**src/kst_pkg.sv**
```systemverilog
// Package for the keyed score table: payload structs, opcodes, status codes,
// sequencer states and sizing constants. No dependencies.
`timescale 1ns / 1ps

package kst_pkg;

    localparam int MAX_PLAYERS = 16;
    localparam int IDX_W       = $clog2(MAX_PLAYERS);
    localparam int CNT_W       = $clog2(MAX_PLAYERS + 1);
    localparam int SUM_W       = 32 + CNT_W;

    typedef enum logic [2:0] {
        OP_CLEAR  = 3'd0,
        OP_ADD    = 3'd1,
        OP_UPDATE = 3'd2,
        OP_MAX    = 3'd3,
        OP_REMOVE = 3'd4,
        OP_SORT   = 3'd5,
        OP_AVG    = 3'd6,
        OP_NONE   = 3'd7
    } op_t;

    typedef enum logic [1:0] {
        ST_OK       = 2'd0,
        ST_EMPTY    = 2'd1,
        ST_NOTFOUND = 2'd2,
        ST_FULL     = 2'd3
    } status_t;

    typedef enum logic [3:0] {
        S_IDLE,
        S_SCAN,
        S_SHIFT_UP,
        S_SHIFT_DOWN,
        S_SORT_RD,
        S_SORT_CMP,
        S_DIV,
        S_LIST,
        S_RESP
    } state_t;

    typedef struct packed {
        logic [2:0]         op;
        logic signed [31:0] player_id;
        logic signed [31:0] score_value;
    } in_item_t;

    typedef struct packed {
        logic [1:0]         status;
        logic signed [31:0] result_id;
        logic signed [31:0] result_score;
        logic               last_of_run;
    } out_item_t;

    typedef struct packed {
        logic               start;
        logic signed [SUM_W-1:0] dividend;
        logic [CNT_W-1:0]   divisor;
    } div_req_t;

    typedef struct packed {
        logic               done;
        logic signed [31:0] quotient;
    } div_rsp_t;

endpackage

```
**src/keyed_score_table_core.sv**
```systemverilog
// Top level of the keyed score table: record memory, sequencer, shared compare unit.
// Depends on kst_pkg and kst_divider.
// Sequence per operation: clear, and add to an empty or full table, go straight to the
// response; add shifts the records up; update, max and remove scan (remove then shifts
// down); average scans, then divides; sort does an insertion sort, then lists the records.
// One item at a time; the next is taken once the last result has transferred.
// Reset (rst_n async low) empties the table; record storage is not cleared.
`timescale 1ns / 1ps

module keyed_score_table_core
    import kst_pkg::*;
(
    input  logic      clk,
    input  logic      rst_n,
    input  logic      in_valid,
    output logic      in_ready,
    input  in_item_t  in_data,
    output logic      out_valid,
    input  logic      out_ready,
    output out_item_t out_data
);

    logic [31:0] ids_mem    [MAX_PLAYERS];
    logic [31:0] scores_mem [MAX_PLAYERS];

    state_t           state_reg, state_next;
    logic [CNT_W-1:0] count_reg, count_next;
    logic [IDX_W-1:0] idx_reg, idx_next;
    logic [IDX_W-1:0] sidx_reg, sidx_next;
    logic [IDX_W-1:0] best_reg, best_next;
    logic [2:0]       op_reg, op_next;
    logic [31:0]      key_reg, key_next;
    logic [31:0]      val_reg, val_next;
    logic signed [31:0] bsc_reg, bsc_next;
    logic [31:0]      bid_reg, bid_next;
    logic signed [SUM_W-1:0] sum_reg, sum_next;
    logic             ov_reg, ov_next;
    out_item_t        od_reg, od_next;

    logic             we;
    logic [IDX_W-1:0] wa;
    logic [31:0]      wid, wsc;
    logic [31:0]      rid, rsc;
    logic             cmp_gt;
    logic [IDX_W-1:0] last_idx;
    div_req_t         dreq;
    div_rsp_t         drsp;

    kst_divider u_div (.clk(clk), .rst_n(rst_n), .req(dreq), .rsp(drsp));

    assign rid      = ids_mem[idx_reg];
    assign rsc      = scores_mem[idx_reg];
    assign last_idx = IDX_W'(count_reg - 1'b1);
    assign cmp_gt   = $signed(op_reg == OP_SORT ? rsc : bsc_reg)
                    > $signed(op_reg == OP_SORT ? val_reg : rsc);

    function automatic out_item_t mk(status_t s, logic [31:0] i, logic [31:0] c, logic l);
        out_item_t o;
        o.status       = s;
        o.result_id    = i;
        o.result_score = c;
        o.last_of_run  = l;
        return o;
    endfunction

    always_comb
    begin
        state_next = state_reg;
        count_next = count_reg;
        idx_next   = idx_reg;
        sidx_next  = sidx_reg;
        best_next  = best_reg;
        op_next    = op_reg;
        key_next   = key_reg;
        val_next   = val_reg;
        bsc_next   = bsc_reg;
        bid_next   = bid_reg;
        sum_next   = sum_reg;
        ov_next    = ov_reg;
        od_next    = od_reg;
        we         = 1'b0;
        wa         = idx_reg;
        wid        = rid;
        wsc        = rsc;
        dreq.start    = 1'b0;
        dreq.dividend = sum_reg;
        dreq.divisor  = count_reg;
        if (ov_reg && out_ready)
            ov_next = 1'b0;
        unique case (state_reg)
            S_IDLE:
            begin
                if (in_valid && !ov_reg)
                begin
                    op_next  = in_data.op;
                    key_next = in_data.player_id;
                    val_next = in_data.score_value;
                    idx_next = '0;
                    sum_next = '0;
                    bsc_next = 32'sh8000_0000;
                    od_next  = mk(ST_OK, '0, '0, 1'b1);
                    state_next = S_RESP;
                    case (in_data.op)
                        OP_CLEAR: count_next = '0;
                        OP_ADD:
                        begin
                            if (count_reg == CNT_W'(MAX_PLAYERS))
                                od_next = mk(ST_FULL, '0, '0, 1'b1);
                            else if (count_reg == '0)
                            begin
                                we = 1'b1; wa = '0;
                                wid = in_data.player_id; wsc = in_data.score_value;
                                count_next = count_reg + 1'b1;
                            end
                            else
                            begin
                                idx_next   = last_idx;
                                state_next = S_SHIFT_UP;
                            end
                        end
                        OP_UPDATE, OP_MAX, OP_REMOVE, OP_AVG, OP_SORT:
                        begin
                            if (count_reg == '0)
                                od_next = mk(ST_EMPTY, '0, '0, 1'b1);
                            else if (in_data.op == OP_SORT)
                            begin
                                if (count_reg == CNT_W'(1))
                                    state_next = S_LIST;
                                else
                                begin
                                    sidx_next  = IDX_W'(1);
                                    idx_next   = IDX_W'(1);
                                    state_next = S_SORT_RD;
                                end
                            end
                            else
                                state_next = S_SCAN;
                        end
                        OP_NONE: state_next = S_IDLE;
                        default: state_next = S_IDLE;
                    endcase
                end
            end
            S_SCAN:
            begin
                state_next = S_RESP;
                if (op_reg == OP_MAX)
                begin
                    if (idx_reg == '0 || cmp_gt == 1'b0 && $signed(rsc) > bsc_reg)
                    begin
                        bsc_next = rsc;
                        bid_next = rid;
                    end
                    if (idx_reg != last_idx) begin idx_next = idx_reg + 1'b1; state_next = S_SCAN; end
                    else if (idx_reg == '0 || $signed(rsc) > bsc_reg)
                        od_next = mk(ST_OK, rid, rsc, 1'b1);
                    else
                        od_next = mk(ST_OK, bid_reg, bsc_reg, 1'b1);
                end
                else if (op_reg == OP_AVG)
                begin
                    sum_next = sum_reg + SUM_W'($signed(rsc));
                    if (idx_reg != last_idx) begin idx_next = idx_reg + 1'b1; state_next = S_SCAN; end
                    else state_next = S_DIV;
                end
                else if (rid == key_reg)
                begin
                    if (op_reg == OP_UPDATE)
                    begin
                        we = 1'b1; wsc = val_reg;
                    end
                    else if (idx_reg == last_idx)
                        count_next = count_reg - 1'b1;
                    else
                    begin
                        idx_next   = idx_reg + 1'b1;
                        state_next = S_SHIFT_DOWN;
                    end
                end
                else if (idx_reg == last_idx)
                    od_next = mk(ST_NOTFOUND, '0, '0, 1'b1);
                else
                begin
                    idx_next   = idx_reg + 1'b1;
                    state_next = S_SCAN;
                end
            end
            S_SHIFT_UP:
            begin
                we = 1'b1; wa = idx_reg + 1'b1;
                if (idx_reg == '0)
                begin
                    state_next = S_SORT_CMP;
                    op_next    = OP_ADD;
                end
                else
                    idx_next = idx_reg - 1'b1;
            end
            S_SHIFT_DOWN:
            begin
                we = 1'b1; wa = idx_reg - 1'b1;
                if (idx_reg == last_idx)
                begin
                    count_next = count_reg - 1'b1;
                    state_next = S_RESP;
                end
                else
                    idx_next = idx_reg + 1'b1;
            end
            S_SORT_RD:
            begin
                key_next  = rid;
                val_next  = rsc;
                idx_next  = idx_reg - 1'b1;
                state_next = S_SORT_CMP;
            end
            S_SORT_CMP:
            begin
                if (op_reg == OP_ADD)
                begin
                    we = 1'b1; wa = '0; wid = key_reg; wsc = val_reg;
                    count_next = count_reg + 1'b1;
                    state_next = S_RESP;
                end
                else if (cmp_gt)
                begin
                    we = 1'b1; wa = idx_reg + 1'b1;
                    if (idx_reg == '0)
                    begin
                        we = 1'b1;
                        state_next = S_SORT_CMP;
                        op_next = OP_NONE;
                    end
                    else
                        idx_next = idx_reg - 1'b1;
                end
                else
                begin
                    we = 1'b1; wa = idx_reg + 1'b1; wid = key_reg; wsc = val_reg;
                    state_next = S_SORT_RD;
                    if (sidx_reg == last_idx) begin idx_next = '0; state_next = S_LIST; end
                    else begin sidx_next = sidx_reg + 1'b1; idx_next = sidx_reg + 1'b1; end
                end
                if (op_reg == OP_NONE)
                begin
                    we = 1'b1; wa = '0; wid = key_reg; wsc = val_reg;
                    op_next = OP_SORT;
                    state_next = S_SORT_RD;
                    if (sidx_reg == last_idx) begin idx_next = '0; state_next = S_LIST; end
                    else begin sidx_next = sidx_reg + 1'b1; idx_next = sidx_reg + 1'b1; end
                end
            end
            S_DIV:
            begin
                if (op_reg == OP_AVG)
                begin
                    dreq.start = 1'b1;
                    op_next    = OP_CLEAR;
                end
                else if (drsp.done)
                begin
                    od_next    = mk(ST_OK, '0, drsp.quotient, 1'b1);
                    state_next = S_RESP;
                end
            end
            S_LIST:
            begin
                if (!ov_reg || out_ready)
                begin
                    ov_next = 1'b1;
                    od_next = mk(ST_OK, rid, rsc, idx_reg == last_idx);
                    if (idx_reg == last_idx) state_next = S_IDLE;
                    else idx_next = idx_reg + 1'b1;
                end
            end
            S_RESP:
            begin
                if (!ov_reg || out_ready)
                begin
                    ov_next    = 1'b1;
                    state_next = S_IDLE;
                end
            end
            default: state_next = S_IDLE;
        endcase
    end

    always_ff @(posedge clk or negedge rst_n)
    begin
        if (!rst_n)
        begin
            state_reg <= S_IDLE;
            count_reg <= '0;
            ov_reg    <= 1'b0;
        end
        else
        begin
            state_reg <= state_next;
            count_reg <= count_next;
            ov_reg    <= ov_next;
        end
    end

    always_ff @(posedge clk)
    begin
        idx_reg  <= idx_next;
        sidx_reg <= sidx_next;
        best_reg <= best_next;
        op_reg   <= op_next;
        key_reg  <= key_next;
        val_reg  <= val_next;
        bsc_reg  <= bsc_next;
        bid_reg  <= bid_next;
        sum_reg  <= sum_next;
        od_reg   <= od_next;
        if (we)
        begin
            ids_mem[wa]    <= wid;
            scores_mem[wa] <= wsc;
        end
    end

    assign in_ready  = (state_reg == S_IDLE) && !ov_reg;
    assign out_valid = ov_reg;
    assign out_data  = od_reg;

endmodule

```
**src/kst_divider.sv**
```systemverilog
// Restoring divider, one quotient bit per cycle, signed truncating toward zero.
// Depends on kst_pkg.
`timescale 1ns / 1ps

module kst_divider
    import kst_pkg::*;
(
    input  logic     clk,
    input  logic     rst_n,
    input  div_req_t req,
    output div_rsp_t rsp
);

    localparam int STEP_W = $clog2(SUM_W + 1);

    logic             busy_reg, busy_next;
    logic [STEP_W-1:0] step_reg, step_next;
    logic             neg_reg, neg_next;
    logic [SUM_W-1:0] quo_reg, quo_next;
    logic [CNT_W:0]   rem_reg, rem_next;
    logic [CNT_W-1:0] den_reg, den_next;
    logic             done_reg, done_next;
    logic [CNT_W:0]   trial;
    logic [SUM_W-1:0] mag;
    logic [SUM_W-1:0] qs;

    always_comb
    begin
        busy_next = busy_reg;
        step_next = step_reg;
        neg_next  = neg_reg;
        quo_next  = quo_reg;
        rem_next  = rem_reg;
        den_next  = den_reg;
        done_next = 1'b0;
        mag       = req.dividend[SUM_W-1] ? SUM_W'(-req.dividend) : SUM_W'(req.dividend);
        trial     = {rem_reg[CNT_W-1:0], quo_reg[SUM_W-1]};
        if (req.start)
        begin
            busy_next = 1'b1;
            step_next = STEP_W'(SUM_W);
            neg_next  = req.dividend[SUM_W-1];
            quo_next  = mag;
            rem_next  = '0;
            den_next  = req.divisor;
        end
        else if (busy_reg)
        begin
            if (trial >= {1'b0, den_reg})
            begin
                rem_next = trial - {1'b0, den_reg};
                quo_next = {quo_reg[SUM_W-2:0], 1'b1};
            end
            else
            begin
                rem_next = trial;
                quo_next = {quo_reg[SUM_W-2:0], 1'b0};
            end
            step_next = step_reg - 1'b1;
            if (step_reg == STEP_W'(1))
            begin
                busy_next = 1'b0;
                done_next = 1'b1;
            end
        end
    end

    always_ff @(posedge clk or negedge rst_n)
    begin
        if (!rst_n)
        begin
            busy_reg <= 1'b0;
            done_reg <= 1'b0;
            step_reg <= '0;
        end
        else
        begin
            busy_reg <= busy_next;
            done_reg <= done_next;
            step_reg <= step_next;
        end
    end

    always_ff @(posedge clk)
    begin
        neg_reg <= neg_next;
        quo_reg <= quo_next;
        rem_reg <= rem_next;
        den_reg <= den_next;
    end

    assign qs           = neg_reg ? SUM_W'(-quo_reg) : quo_reg;
    assign rsp.done     = done_reg;
    assign rsp.quotient = qs[31:0];

endmodule

```
**config.mk**
```make
export PLATFORM = sky130hd
export DESIGN_NAME = keyed_score_table_core
export DESIGN_NICKNAME = d
export VERILOG_FILES = /design/src/kst_pkg.sv /design/src/keyed_score_table_core.sv /design/src/kst_divider.sv
export SDC_FILE = /design/constraint.sdc
export NUM_CORES = 2
export LEC_CHECK = 0
export BUFFER_PORTS_ARGS = -buffer_cell sky130_fd_sc_hd__clkbuf_2
export CAP_MARGIN = 0
export CELL_PAD_IN_SITES_DETAIL_PLACEMENT = 2
export CELL_PAD_IN_SITES_GLOBAL_PLACEMENT = 2
export CORE_MARGIN = 3
export CORE_UTILIZATION = 42
export DETAILED_ROUTE_END_ITERATION = 8
export PLACE_DENSITY = 0.82
export SLEW_MARGIN = 5
export SYNTH_ARGS = -nofsm -noshare
export SYNTH_HDL_FRONTEND = slang
export SYNTH_HIERARCHICAL = 1
export SYNTH_SLANG_ARGS = --single-unit
```
**constraint.sdc**
```tcl
create_clock -name clk -period 11.4 [get_ports clk]
set_input_delay 0.57 -clock clk [delete_from_list [all_inputs] [get_ports clk]]
set_output_delay 0.57 -clock clk [all_outputs]
set_load 0.02 [all_outputs]
```
==> summary.txt <==
Detailed routing
  • Router iterations before antenna repair: 6
  • Vias after detailed routing: 44320
  • Wire length reported by the detailed router: about 250000 µm
  • Post-route ant nets: 0
  • Iteration-0 DRC Markers: between 6000 and 7000
  • Vias per inst: ~6.8
  • DRC violations left: 0
  • WL per Instance: 38.92 µm

Worst setup path
  • Delay contributed by the slowest stage of the critical path: around 0.9 ns
  • Worst EP required: approximately 12 ns
  • Slowest CP cell: dfxtp_4
  • Dominant delay contributor by cell family on the critical path: compound AO/OA/AOI/OAI gates
  • Endpoint arrival time on the critical path: ~9.5 ns
  • Sequence of cells on the critical path: buf_12, mux4_2, nor2_1, nor2_1, o21ai_0, o21ai_0, ha_1, nand4_1, nor4_1, nand2_1, a211oi_1, or3_1, mux2i_1, buf_4, nand2_2, o21ai_2, buf_4, nand2_1, o211ai_1
  • Count of buffer and inverter cells on the critical path: 3
  • Critical path fanouts, max: 76
  • Setup crit start kind: flop
  • Kind of critical path: reg2reg
  • Endpoint type of the worst setup path: flop

Timing
  • Number of failing hold endpoints at the final stage: 0
  • Final slew viol count: 0
  • Tmin final: slightly above 9 ns
  • Achievable frequency: 0.1105 GHz
  • Rel. slew slack: 2.195%
  • Final period utilization: between 70% and 80%
  • Setup total negative slack: 0 ns
  • Number of endpoints failing setup at the final stage: 0
  • Pin slew with the least headroom to its limit: about 1.5 ns
  • Unrepaired setup endpoints after global routing: no
  • Final hold slack: 0.08981 ns
  • Final setup skew: just over 0.06 ns

Hold path
  • Path category of the worst min-delay check: in2reg

Global route
  • Met2 track demand over resource: ~53%
  • All-Layer GR Usage: about a third
  • GRT Max-Usage Layer: met2
  • Routing usage on met3: approximately 7.7%
  • Antenna violations before repair: 8
  • Pin count of the biggest net entering global routing: 117
  • Global-route wire length before repair: 362500 µm
  • Residual overflow from global routing: 0
  • Met1 usage: between 40 and 50%
  • Number of global-route vias before repair: around 47000

Power and ir drop
  • Power Dens Cells: 364.3 nW/µm²
  • Total Power: between 20 and 30 mW
  • Pleak: between 20 and 25 nW
  • Maximum ir drop on the vdd rail: around 250 µV

CTS
  • Clock slew at reported path FFs: roughly 0.07 ns
  • Post-cts repair resize count: 0
  • Root Driver: clkbuf_16
  • CTS tree: done
  • Number of CTS-inserted buffers: around 150
  • CTS Sinks: 1337
  • Clock H-tree levels: 4
  • Maximum count of clock buffers along a single path: 3
  • Clk Latency, worst-skew pair: approximately 0.84 ns

Cells and area
  • Most common cell after layout, fill and taps aside: edfxtp_1
  • Fraction of layout instances using a drive strength above 1: 17.38%
  • Util after Layout: roughly 48%
  • Final #Nets: 4658
  • Commonest non-fill, non-tap cells in the layout: 1310 x edfxtp_1, 430 x nand2_1, 318 x nor2_1
  • Signed area change from the synthesized netlist to the final layout: 13.12%
  • Cell area after layout: around 70000 µm²

Placement
  • Detailed placement HPWL: 144200 µm
  • Gpl congestion: 0.8463
  • Buffers on Ports: ~140
  • Post-Place Cell Area: around 65000 µm²

Logic synthesis
  • Seq/Total Area, Yosys: between 60% and 70%
  • Syn_area_per_cell: ~14 µm²
  • Synth cell types: 86
  • Most instantiated flip-flop cell in the synthesis netlist: edfxtp_1
  • Post-synthesis cell type with the largest combined area: edfxtp_1
  • Total number of yosys warnings: 6
  • EDFF count, synth: between 1000 and 1500
  • Mapped Nets: approximately 4500
  • Proportion of netlist area held by the largest area contributor: a little under two thirds
  • Cell area after synthesis: 61700 µm²
  • Cells after Synth: 4300
  • Asr flop ratio synth: around 1.3%
  • Top post-synthesis cells by area: edfxtp_1 64%, mux4_2 8.5%, nand2_1 2.6%
  • Number of synthesized register bits: roughly 1300

Die
  • Total number of placement rows: between 100 and 150
  • Width of the chip: approximately 390 µm
  • Initial core utilization: ~42%
  • Floorplan die height: between 300 and 400 µm
  • Boundary Pins: between 100 and 150
  • Die footprint: 151500 µm²
  • Total core area: 145700 µm²

Flow run
  • Max Cap Violations: 0

Outcome
  • Outcome: complete, no violations
## metal layers
metal / vias up / wire length [µm]
met5: - / 35
met4: 6 / 14840
met3: 893 / 24630
met2: 3146 / 119600
met1: 23180 / 94190
li1: 17100 / -
## worst register-to-register path: stages, from the launching register on
cell      delay, ns
dfxtp_4        0.92
buf_12         0.60
mux4_2         0.73
nor2_1         0.12
nor2_1         0.07
o21ai_0        0.86
o21ai_0        0.30
ha_1           0.38
nand4_1        0.26
nor4_1         0.68
nand2_1        0.26
a211oi_1       0.36
or3_1          0.22
mux2i_1        0.40
buf_4          0.28
nand2_2        0.47
o21ai_2        0.35
buf_4          0.52
nand2_1        0.31
o211ai_1       0.57
## kinds of logic (layout without fill, tap and decap cells)
kind of cell               Yosys count  after routing  share of synthesized area, %
buffers and inverters              367            653                         2.439
adders and majority gates          119            119                         2.437
other                                0              6                             0
DFF                               1337           1337                         64.78
muxes                              375            375                         11.01
and+or+nand+nor                   1154           1154                         8.503
AOI/OAI and AO/OA                  797            797                         8.695
xor gates and xnor gates           151            151                         2.143
## area by class of cell
type / count / area, µm²
antenna: 6 / 15.01
clock buffer: 189 / 3943
clock inverter: 80 / 770.7
fill: 13670 / 75950
inverter: 124 / 469.2
multi-input combinational: 2596 / 20500
sequential: 1337 / 39980
tap: 1917 / 2399
timing repair buffer: 260 / 1710
## power by group
| group | switching, mW | total (mW) | internal [mW] |
|---|---|---|---|
| logic | 8.44 | 11.8 | 3.41 |
| registers | 0.784 | 8.67 | 7.88 |
| clock network | 2.22 | 4.91 | 2.69 |
## per-stage QoR
step	setup slack, ns	cells
global route	2.153	6504
floorplan	0.8249	4300
CTS	2.215	6486
detailed placement	2.575	6216
global placement	3.789	6216
finish	2.350	6509
## path summary, 6_finish.rpt
| check | slack (ns) | to | from | depth (start not counted) |
|---|---|---|---|---|
| setup / recovery | 2.35 | scores_mem[8][30] | flop | 19 |
| hold / removal | 0.09 | key_reg[1] | in_data[33] | 3 |
| setup reg to reg | 2.35 | scores_mem[8][30] | flop | 19 |
| hold reg to reg | 0.46 | u_div/rem_reg[4] | u_div/rem_reg[4] | 2 |
| max in group asynchronous | 10.74 | u_div/step_reg[3] | rst_n | 2 |
| min in group asynchronous | 0.27 | count_reg[3] | rst_n | 2 |
## synth_stat cells (all sizes together), types with 28 or more instances
library cell / instances
mux2i: 106
o211ai: 40
nand4: 28
a22o: 40
a21oi: 158
o21ai: 222
edfxtp: 1310
and3: 45
mux4: 237
mux2: 32
xor2: 61
inv: 123
ha: 117
nor3: 45
nor2: 338
or3: 34
a21o: 39
nand2b: 30
a22oi: 68
buf: 89
clkbuf: 154
a221o: 35
xnor2: 90
nand2: 434
nand3: 75
## repair_timing
action / 4_1_cts / 5_1_grt
hold endpoints to repair: 18 / 0
hold buffers: 1 / 0
buffers inserted: 0 / 0
Note: power is estimated with default switching activity, not from simulation.
